**src/design/pbrf_pkg.sv**
```systemverilog
`default_nettype none

package pbrf_pkg;

   localparam int WORD_W   = 16;
   localparam int BYTE_W   = 8;
   localparam int COORD_W  = 8;
   localparam int MARGIN_W = 3;
   localparam int INDEX_W  = 15;
   localparam int EXT_W    = 11;

   typedef enum logic [2:0] {
      ST_IDLE,
      ST_CLIP,
      ST_PREP,
      ST_INIT,
      ST_FILL,
      ST_DRAIN,
      ST_READ,
      ST_RESP
   } state_type;

   typedef struct packed {
      logic load;
      logic clip;
      logic prep;
      logic init;
      logic step;
      logic rd_issue;
   } dp_cmd_type;

   typedef struct packed {
      logic empty;
      logic last;
   } dp_stat_type;

endpackage

`default_nettype wire

```
**src/design/pbrf_ctrl.sv**
```systemverilog
`default_nettype none

module pbrf_ctrl
   import pbrf_pkg::*;
(
   input  wire logic        clock,
   input  wire logic        reset,
   input  wire logic        start,
   input  wire logic        req_operation,
   input  wire dp_stat_type stat,
   output dp_cmd_type       cmd,
   output logic             busy,
   output logic             rsp_strobe
);

   state_type state_ff;
   state_type state_in;

   always_ff @(posedge clock) begin
      if (reset) begin
         state_ff <= ST_IDLE;
      end else begin
         state_ff <= state_in;
      end
   end

   always_comb begin
      state_in   = state_ff;
      cmd        = '0;
      busy       = 1'b1;
      rsp_strobe = 1'b0;
      unique case (state_ff)
         ST_IDLE: begin
            busy = 1'b0;
            if (start) begin
               cmd.load = 1'b1;
               state_in = req_operation ? ST_READ : ST_CLIP;
            end
         end
         ST_CLIP: begin
            cmd.clip = 1'b1;
            state_in = ST_PREP;
         end
         ST_PREP: begin
            cmd.prep = 1'b1;
            state_in = ST_INIT;
         end
         ST_INIT: begin
            cmd.init = 1'b1;
            state_in = stat.empty ? ST_RESP : ST_FILL;
         end
         ST_FILL: begin
            cmd.step = 1'b1;
            if (stat.last) begin
               state_in = ST_DRAIN;
            end
         end
         ST_DRAIN: begin
            state_in = ST_RESP;
         end
         ST_READ: begin
            cmd.rd_issue = 1'b1;
            state_in     = ST_RESP;
         end
         ST_RESP: begin
            rsp_strobe = 1'b1;
            state_in   = ST_IDLE;
         end
         default: begin
            state_in = ST_IDLE;
         end
      endcase
   end

endmodule

`default_nettype wire

```
**config.mk**
```make
export PLATFORM = sky130hd
export DESIGN_NAME = pbrf_ctrl
export DESIGN_NICKNAME = d
export VERILOG_FILES = /design/src/design/pbrf_pkg.sv /design/src/design/pbrf_ctrl.sv
export SDC_FILE = /design/constraint.sdc
export NUM_CORES = 1
export LEC_CHECK = 0
export BUFFER_PORTS_ARGS = -buffer_cell sky130_fd_sc_hd__buf_4
export CAP_MARGIN = 20
export CELL_PAD_IN_SITES_DETAIL_PLACEMENT = 1
export CELL_PAD_IN_SITES_GLOBAL_PLACEMENT = 1
export CORE_AREA = 2 2 39 41
export DETAILED_ROUTE_END_ITERATION = 6
export DIE_AREA = 0 0 41 43
export GPL_TIMING_DRIVEN = 0
export HOLD_SLACK_MARGIN = 0.03
export PLACE_DENSITY_LB_ADDON = 0.1
export SLEW_MARGIN = 20
export SYNTH_ARGS = -nofsm -noshare
export SYNTH_HDL_FRONTEND = slang
export SYNTH_SLANG_ARGS = --single-unit
export TNS_END_PERCENT = 50
```
**constraint.sdc**
```tcl
create_clock -name clock -period 2.64 [get_ports clock]
set_input_delay 0.264 -clock clock [delete_from_list [all_inputs] [get_ports clock]]
set_output_delay 0.264 -clock clock [all_outputs]
set_load 0.01 [all_outputs]
```
==> metrics.md, run 1 <==
| Metric | Value |
|---|---|
| Status | `finished clean` |
| 1st-pass router iterations | `1` |
| Clk buf depth | `2` |
| Setup WS pre-CTS | `1435 ps` |
| Worst rel slew slack | `85.35%` |
| Data arrival, critical path | `1170 ps` |
| Setup Crit Path Kind | `reg2out` |
| Fraction of power consumed by the clock network | `33.0%` |
| Share of total power in combinational logic | `42.9%` |
| Post-detailed-route DRC marker count | `0` |
| Number of buffers inserted by hold repair at cts | `0` |
| Worst path bufs/invs | `2` |
| Number of buffers added on ports | `13` |
| Period Utilization, post-route | `54.33%` |
| Number of DRC violations after detailed-routing iteration 0 | `0` |
| Buffer cell driving the clock tree root | `sky130_fd_sc_hd__clkbuf_4` |
| TritonCTS clock tree | `yes` |
| Power density cells | `671.8 nW/um^2` |
| Count of standard-cell rows | `14` |
| Worst min-delay path startpoint | `reset` |
| Worst setup path startpoint | `state_ff[2]` |
| Main combinational cell family by area after synthesis | `simple AND/OR/NAND/NOR gates` |
| Transition time of the tightest slew-check pin | `219.6 ps` |
| Area of the die | `1763 um^2` |
| Launch point of the worst reg-to-reg path | `state_ff[2]` |
| Fraction of layout instances using a drive strength above 1 | `42.55%` |
| Post-route clock skew | `1.973 ps` |
| Largest delay share family, worst path | `flip-flops` |
| Worst hold path class | `in2reg` |
| Setup repair after global routing missed its margin | `false` |
| Final Cell Area | `360.3 um^2` |
| Antenna violations before repair | `0` |
| Number of flip-flops in the largest register | `3` |
| Worst r2r dst | `state_ff[2]` |
| Wire length after detailed routing | `691 um` |
| Die Height | `43 um` |
| Internal Pwr Total | `0.1593 mW` |
| Final weighted congestion in routability-driven placement | `0.6436` |
| Global-route wire length before repair | `1110 um` |
| Critical Path Max Stage Delay | `410 ps` |
| Capture endpoint of the worst hold path | `state_ff[2]` |
| Max Slew Vio Count | `0` |
| HPWL Detailed | `537 um` |
| Sw Ratio | `34.20%` |
| Depth of the worst hold-timing path | `2` |
| Simple-Gate Fraction of Synth Area | `31.79%` |
| Placed insts | `59` |
| Type of element capturing the critical path | `output port` |
| Number of unique standard cell types used by synthesis | `18` |
| Worst-Skew Late Latency | `230 ps` |
| Post-Syn Area per Cell | `7.215 um^2` |
| Number of buffers created by CTS | `3` |
| Static power due to leakage | `0.1864 nW` |
| Cell area after synthesis | `216.5 um^2` |
| Placeable core region | `1384 um^2` |
| Fin util | `26.04%` |
| Clock transition at path regs | `40 ps` |
| Register with the most flip-flops | `state_ff` |
| Warning count from the yosys run | `0` |
| Post-layout min period | `1434 ps` |
| Vias in the first global route | `278` |
| Min setup slack post-route | `1206 ps` |
| Mux contribution to synthesized area | `4.624%` |
| Cells on worst reg2reg path | `3` |
| Highest clock frequency the design can meet | `0.6973 GHz` |
| Complex-gate fraction of the synthesized area | `26.01%` |
| Total negative slack for setup checks | `0 ps` |
| Setup violation total in the final timing report | `0` |
| Ant. Diodes | `0` |
| Overflow left after global routing | `0` |
| Slack of the worst reg-to-reg path | `1660 ps` |
| Area of placed instances | `334.1 um^2` |
| Nature of the critical path startpoint | `flop` |
| Switching Power | `0.08278 mW` |
| # clock sinks | `3` |
| Number of instances in the synthesized netlist | `30` |
| Worst path depth | `3` |
| Fillcell total | `183` |
| Required time of the critical path | `2380 ps` |
| Synth Area in Adders | `0%` |
| Initial standard-cell utilization of the core | `15.64%` |
| Final-report hold violation count | `0` |
| Area growth, synth to finish | `66.47%` |
| Final ANT Viol Nets | `0` |
| Routed length per instance | `10.97 um` |
| Width of the die | `41 um` |
| Register area share after synthesis | `27.75%` |
| Top-level port count | `14` |
| Maximum fanout along the worst path | `8` |
| Via count normalized by instance count | `4.317` |
| Seq pwr share | `24.1%` |
| Post-layout nets | `54` |
| Via count of the routed design | `272` |
| # Post-CTS Setup Buffers | `0` |
| Ordered list of cells on the worst path | `inv_1, nor3_1, buf_4` |
| Xor/xnor cell area share of the yosys netlist | `0%` |
| Count of H-tree levels built during CTS | `1` |
| VDD IR-drop max | `0.0002445 V` |
| Filler-free cell count of the finished design | `63` |
| GRT Total Usage | `9.619%` |
| Cells resized by post-CTS repair | `0` |
| Maximum number of pins on one net before global-route repair | `11` |
| Top Registers | `state_ff: 3 flops` |
| Critical-path cell with the highest stage delay | `sky130_fd_sc_hd__dfxtp_1` |
| Net Count, Synth | `36` |
| Reported max-cap violation count | `0` |
| Flip-flop and latch count after synthesis | `3` |
## layout make-up
| cell class | instances | area, um^2 | share of cell area (%) |
|---|---|---|---|
| Buffer | 2 | 10.01 | 2.778 |
| Multi-Input combinational cell | 22 | 135.1 | 37.50 |
| Timing Repair Buffer | 13 | 97.59 | 27.08 |
| Clock buffer | 4 | 26.28 | 7.292 |
| Inverter | 3 | 11.26 | 3.125 |
| Sequential cell | 3 | 60.06 | 16.67 |
| Tap cell | 16 | 20.02 | 5.556 |
## cell usage in the layout (no fill, tap or decap), types with 2 or more instances in the layout
cell and count:
sky130_fd_sc_hd__and3_1 3, sky130_fd_sc_hd__buf_2 2, sky130_fd_sc_hd__buf_4 13, sky130_fd_sc_hd__clkbuf_4 3
sky130_fd_sc_hd__dfxtp_1 3, sky130_fd_sc_hd__inv_1 3, sky130_fd_sc_hd__nand2_1 2, sky130_fd_sc_hd__nand2b_1 2
sky130_fd_sc_hd__nand3_1 2, sky130_fd_sc_hd__nor3_1 2, sky130_fd_sc_hd__o21a_1 2
## cells by family (layout without fill, tap and decap cells)
group                  count (synthesis)  in the layout
buffers and inverters                  5             22
multiplexers                           1              1
AO/OA/AOI/OAI                          8              8
AND/OR/NAND/NOR                       13             13
flip-flops                             3              3
## layer usage
layer  part of all wire, %  vias up  GRT usage, %
met5                     0        -             0
met4                     0        0         8.000
met3                   8.4        0         3.141
met2                    50        9         14.06
met1                    42      122         10.54
li1                      -      141             -
## synthesized netlist by cell type (all sizes together)
master / instances / area share (%)
dfxtp: 3 / 28
a21oi: 2 / 6.4
mux2i: 1 / 4.6
nor3: 2 / 4.6
buf: 2 / 4.6
nand3: 2 / 4.6
o22ai: 1 / 2.9
a31oi: 1 / 2.9
a21boi: 1 / 3.5
and3: 3 / 8.7
nand2: 2 / 3.5
nor2: 2 / 4.6
a21o: 1 / 3.5
inv: 3 / 5.2
o21a: 2 / 6.9
nand2b: 2 / 5.8
## worst max-delay path by stage
stage	end
6_report	cmd[1]
5_1_grt	cmd[1]
4_1_cts	cmd[1]
3_5_place_dp	cmd[1]
3_3_place_gp	cmd[1]
2_1_floorplan	cmd[1]
## power by group through the flow
stage          clock network [mW]  logic (mW)  registers (mW)
2_1_floorplan                   0      0.0619          0.0577
3_3_place_gp                    0       0.103          0.0591
3_5_place_dp                    0       0.105          0.0590
4_1_cts                    0.0852       0.105          0.0583
5_1_grt                    0.0898       0.116          0.0597
6_report                   0.0800       0.104          0.0582
## stage by stage
| step | power [mW] | hold slack [ps] |
|---|---|---|
| 3_5_place_dp | 0.1639 | 444.7 |
| 4_1_cts | 0.2490 | 197.1 |
| 2_1_floorplan | 0.1195 | 333.4 |
| 5_1_grt | 0.2655 | 207.7 |
| 6_report | 0.2421 | 204.9 |
| 3_3_place_gp | 0.1622 | 442.6 |
No activity file was read; power rests on OpenSTA's default activity.
==> inputs of run 2 (changes only) <==
- clock period: 2.64 -> 1.2 ns (I/O delays scaled with it)
==> run 2 against run 1 <==
Worst hold slack lost 150 ps. Sequential power up 130%. Wire length increased by 5.5%. Worst setup slack lost 1200 ps. First-iteration DRC count rose by 1. Utilization increased by 3.5 points. Clock skew about the same. Critical path depth is the same. Sequential share of layout area fell by 1.4 points. Register-to-register slack lost 1400 ps. Largest cell class unchanged.
==> metrics.md, run 2 (same netlist as run 1, synthesis figures left out) <==
| Metric | Value |
|---|---|
| Ordered list of cells on the worst path | `buf_6, nor3_1, buf_4` |
| Setup repair after global routing missed its margin | `true` |
| Ant. Diodes | `0 (unchanged)` |
| Top-level port count | `14 (unchanged)` |
| Buffer cell driving the clock tree root | `sky130_fd_sc_hd__clkbuf_4` |
| Switching Power | `0.2005 mW (+140%)` |
| Multi-input logic area | `150.1 um^2 (+11%)` |
| Clock transition at path regs | `40 ps (about the same)` |
| Seq pwr share | `22.7% (-1.4 points)` |
| Global-route wire length before repair | `1179 um (+6.2%)` |
| Type of element capturing the critical path | `output port` |
| Post-detailed-route DRC marker count | `0 (unchanged)` |
| 1st-pass router iterations | `2 (+1)` |
| Post-layout min period | `1180 ps` |
| Sw Ratio | `33.50% (-0.69 points)` |
| Internal Pwr Total | `0.3980 mW (+150%)` |
| Final ANT Viol Nets | `0 (unchanged)` |
| TritonCTS clock tree | `yes` |
| Final Cell Area | `409.1 um^2 (+14%)` |
| Register with the most flip-flops | `state_ff` |
| Fin util | `29.57% (+3.5 points)` |
| Overflow left after global routing | `0 (unchanged)` |
| Setup WS pre-CTS | `139.0 ps (-1296 ps)` |
| Wire length after detailed routing | `729 um (+5.5%)` |
| Routed length per instance | `11.22 um (+2.3%)` |
| Worst r2r dst | `state_ff[2]` |
| Number of buffers added on ports | `13 (unchanged)` |
| Placed insts | `59 (unchanged)` |
| HPWL Detailed | `537 um (unchanged)` |
| Fraction of layout instances using a drive strength above 1 | `57.14% (+15 points)` |
| Static power due to leakage | `0.2019 nW (+8.3%)` |
| Number of flip-flops in the largest register | `3 (unchanged)` |
| Data arrival, critical path | `1060 ps (-110 ps)` |
| Share of total power in combinational logic | `47.8% (+4.9 points)` |
| Worst hold path class | `in2reg` |
| Filler-free cell count of the finished design | `65 (+3.2%)` |
| Slack of the worst reg-to-reg path | `220 ps (-1440 ps)` |
| Status | `finished clean` |
| Cells on worst reg2reg path | `5 (+2)` |
| Worst min-delay path startpoint | `reset` |
| Critical-path cell with the highest stage delay | `sky130_fd_sc_hd__dfxtp_1` |
| Worst-Skew Late Latency | `230 ps (about the same)` |
| Count of standard-cell rows | `14 (unchanged)` |
| Maximum fanout along the worst path | `10 (+2)` |
| Area of placed instances | `334.1 um^2 (unchanged)` |
| Launch point of the worst reg-to-reg path | `state_ff[0]` |
| Required time of the critical path | `1080 ps (-1300 ps)` |
| Worst path bufs/invs | `2 (unchanged)` |
| Width of the die | `41 um (unchanged)` |
| # clock sinks | `3 (unchanged)` |
| Antenna violations before repair | `0 (unchanged)` |
| Transition time of the tightest slew-check pin | `182.4 ps (-37.18 ps)` |
| Fillcell total | `176 (-3.8%)` |
| Most common cell after layout, fill and taps aside | `sky130_fd_sc_hd__buf_4` |
| Highest clock frequency the design can meet | `0.8476 GHz` |
| Critical Path Max Stage Delay | `330 ps (-80 ps)` |
| Commonest non-fill, non-tap cells in the layout | `14 x sky130_fd_sc_hd__buf_4, 3 x sky130_fd_sc_hd__buf_6, 3 x sky130_fd_sc_hd__clkbuf_4` |
| Worst rel slew slack | `87.49% (+2.1 points)` |
| Placeable core region | `1384 um^2 (unchanged)` |
| Final-report hold violation count | `0 (unchanged)` |
| Fraction of power consumed by the clock network | `29.5% (-3.5 points)` |
| Depth of the worst hold-timing path | `2 (unchanged)` |
| Setup violation total in the final timing report | `0 (unchanged)` |
| Largest delay share family, worst path | `flip-flops` |
| Die Height | `43 um (unchanged)` |
| Via count normalized by instance count | `4.354 (+0.84%)` |
| Combined flip-flop and latch cell area | `62.56 um^2 (+4.2%)` |
| Top Registers | `state_ff: 3 flops` |
| Min setup slack post-route | `20.20 ps (-1186 ps)` |
| Number of buffers created by CTS | `3 (unchanged)` |
| Area of the die | `1763 um^2 (unchanged)` |
| Vias in the first global route | `282 (+1.4%)` |
| Count of H-tree levels built during CTS | `1 (unchanged)` |
| Final weighted congestion in routability-driven placement | `0.6436 (unchanged)` |
| Power density cells | `1463 nW/um^2 (+120%)` |
| Via count of the routed design | `283 (+4.0%)` |
| Period Utilization, post-route | `98.32%` |
| Capture endpoint of the worst hold path | `state_ff[2]` |
| Max Slew Vio Count | `0 (unchanged)` |
| Post-route clock skew | `2.100 ps (+0.1266 ps)` |
| Reported max-cap violation count | `0 (unchanged)` |
| VDD IR-drop max | `0.0005839 V (+140%)` |
| Clk buf depth | `2 (unchanged)` |
| Initial standard-cell utilization of the core | `15.64% (unchanged)` |
| Maximum number of pins on one net before global-route repair | `11 (unchanged)` |
| Setup Crit Path Kind | `reg2out` |
| Post-layout nets | `56 (+3.7%)` |
| Area growth, synth to finish | `89.02%` |
| GRT Total Usage | `10.22% (+0.60 points)` |
| Number of DRC violations after detailed-routing iteration 0 | `1 (+1)` |
| Nature of the critical path startpoint | `flop` |
| Worst hold margin | `53.70 ps (-151.2 ps)` |
run 2: area by class of cell:
type,count,share of cell area (%)
timing repair buffer,15,28.44
tap,16,4.893
inverter,3,2.752
multi-input combinational,22,36.70
buffer,2,5.505
clock buffer,4,6.422
sequential,3,15.29
run 2: metrics by stage:
| stage | setup TNS (ps) | power (mW) |
|---|---|---|
| 2_1_floorplan | 0 | 0.2630 |
| 3_3_place_gp | 0 | 0.3567 |
| 3_5_place_dp | 0 | 0.3606 |
| 4_1_cts | -31.23 | 0.5952 |
| 5_1_grt | -172.3 | 0.6549 |
| 6_report | 0 | 0.5986 |
run 2: power groups by stage:
stage	Clock [mW]	Sequential [mW]	Combinational, mW
6_report	0.177	0.136	0.286
4_1_cts	0.188	0.134	0.274
3_3_place_gp	0	0.130	0.227
3_5_place_dp	0	0.130	0.231
5_1_grt	0.198	0.139	0.318
2_1_floorplan	0	0.127	0.136
run 2: metal layers:
metal / part of all wire [%] / vias to the layer above / GRT usage (%)
li1: - / 143 / -
met1: 37 / 131 / 11.82
met2: 55 / 9 / 14.69
met3: 8.0 / 0 / 3.141
met4: 0 / 0 / 8.000
met5: 0 / - / 0
run 2: how the worst max path moves through the flow:
stage | startpoint | endpoint | slack, ps | cells past startpoint
after floorplan | state_ff[2] | cmd[1] | 280 | 2
after global placement | state_ff[2] | cmd[1] | 170 | 3
after detailed placement | state_ff[2] | cmd[1] | 140 | 3
after CTS | state_ff[1] | cmd[1] | -20 | 3
after global routing | state_ff[0] | cmd[5] | -40 | 4
final | state_ff[1] | cmd[4] | 20 | 3
run 2: repair_timing:
action / 4_1_cts / 5_1_grt
hold buffers: 0 / 0
pin swaps: 2 / 1
setup endpoints to repair: 8 / 7
buffers inserted: 1 / 1
gates resized for setup: 9 / 3
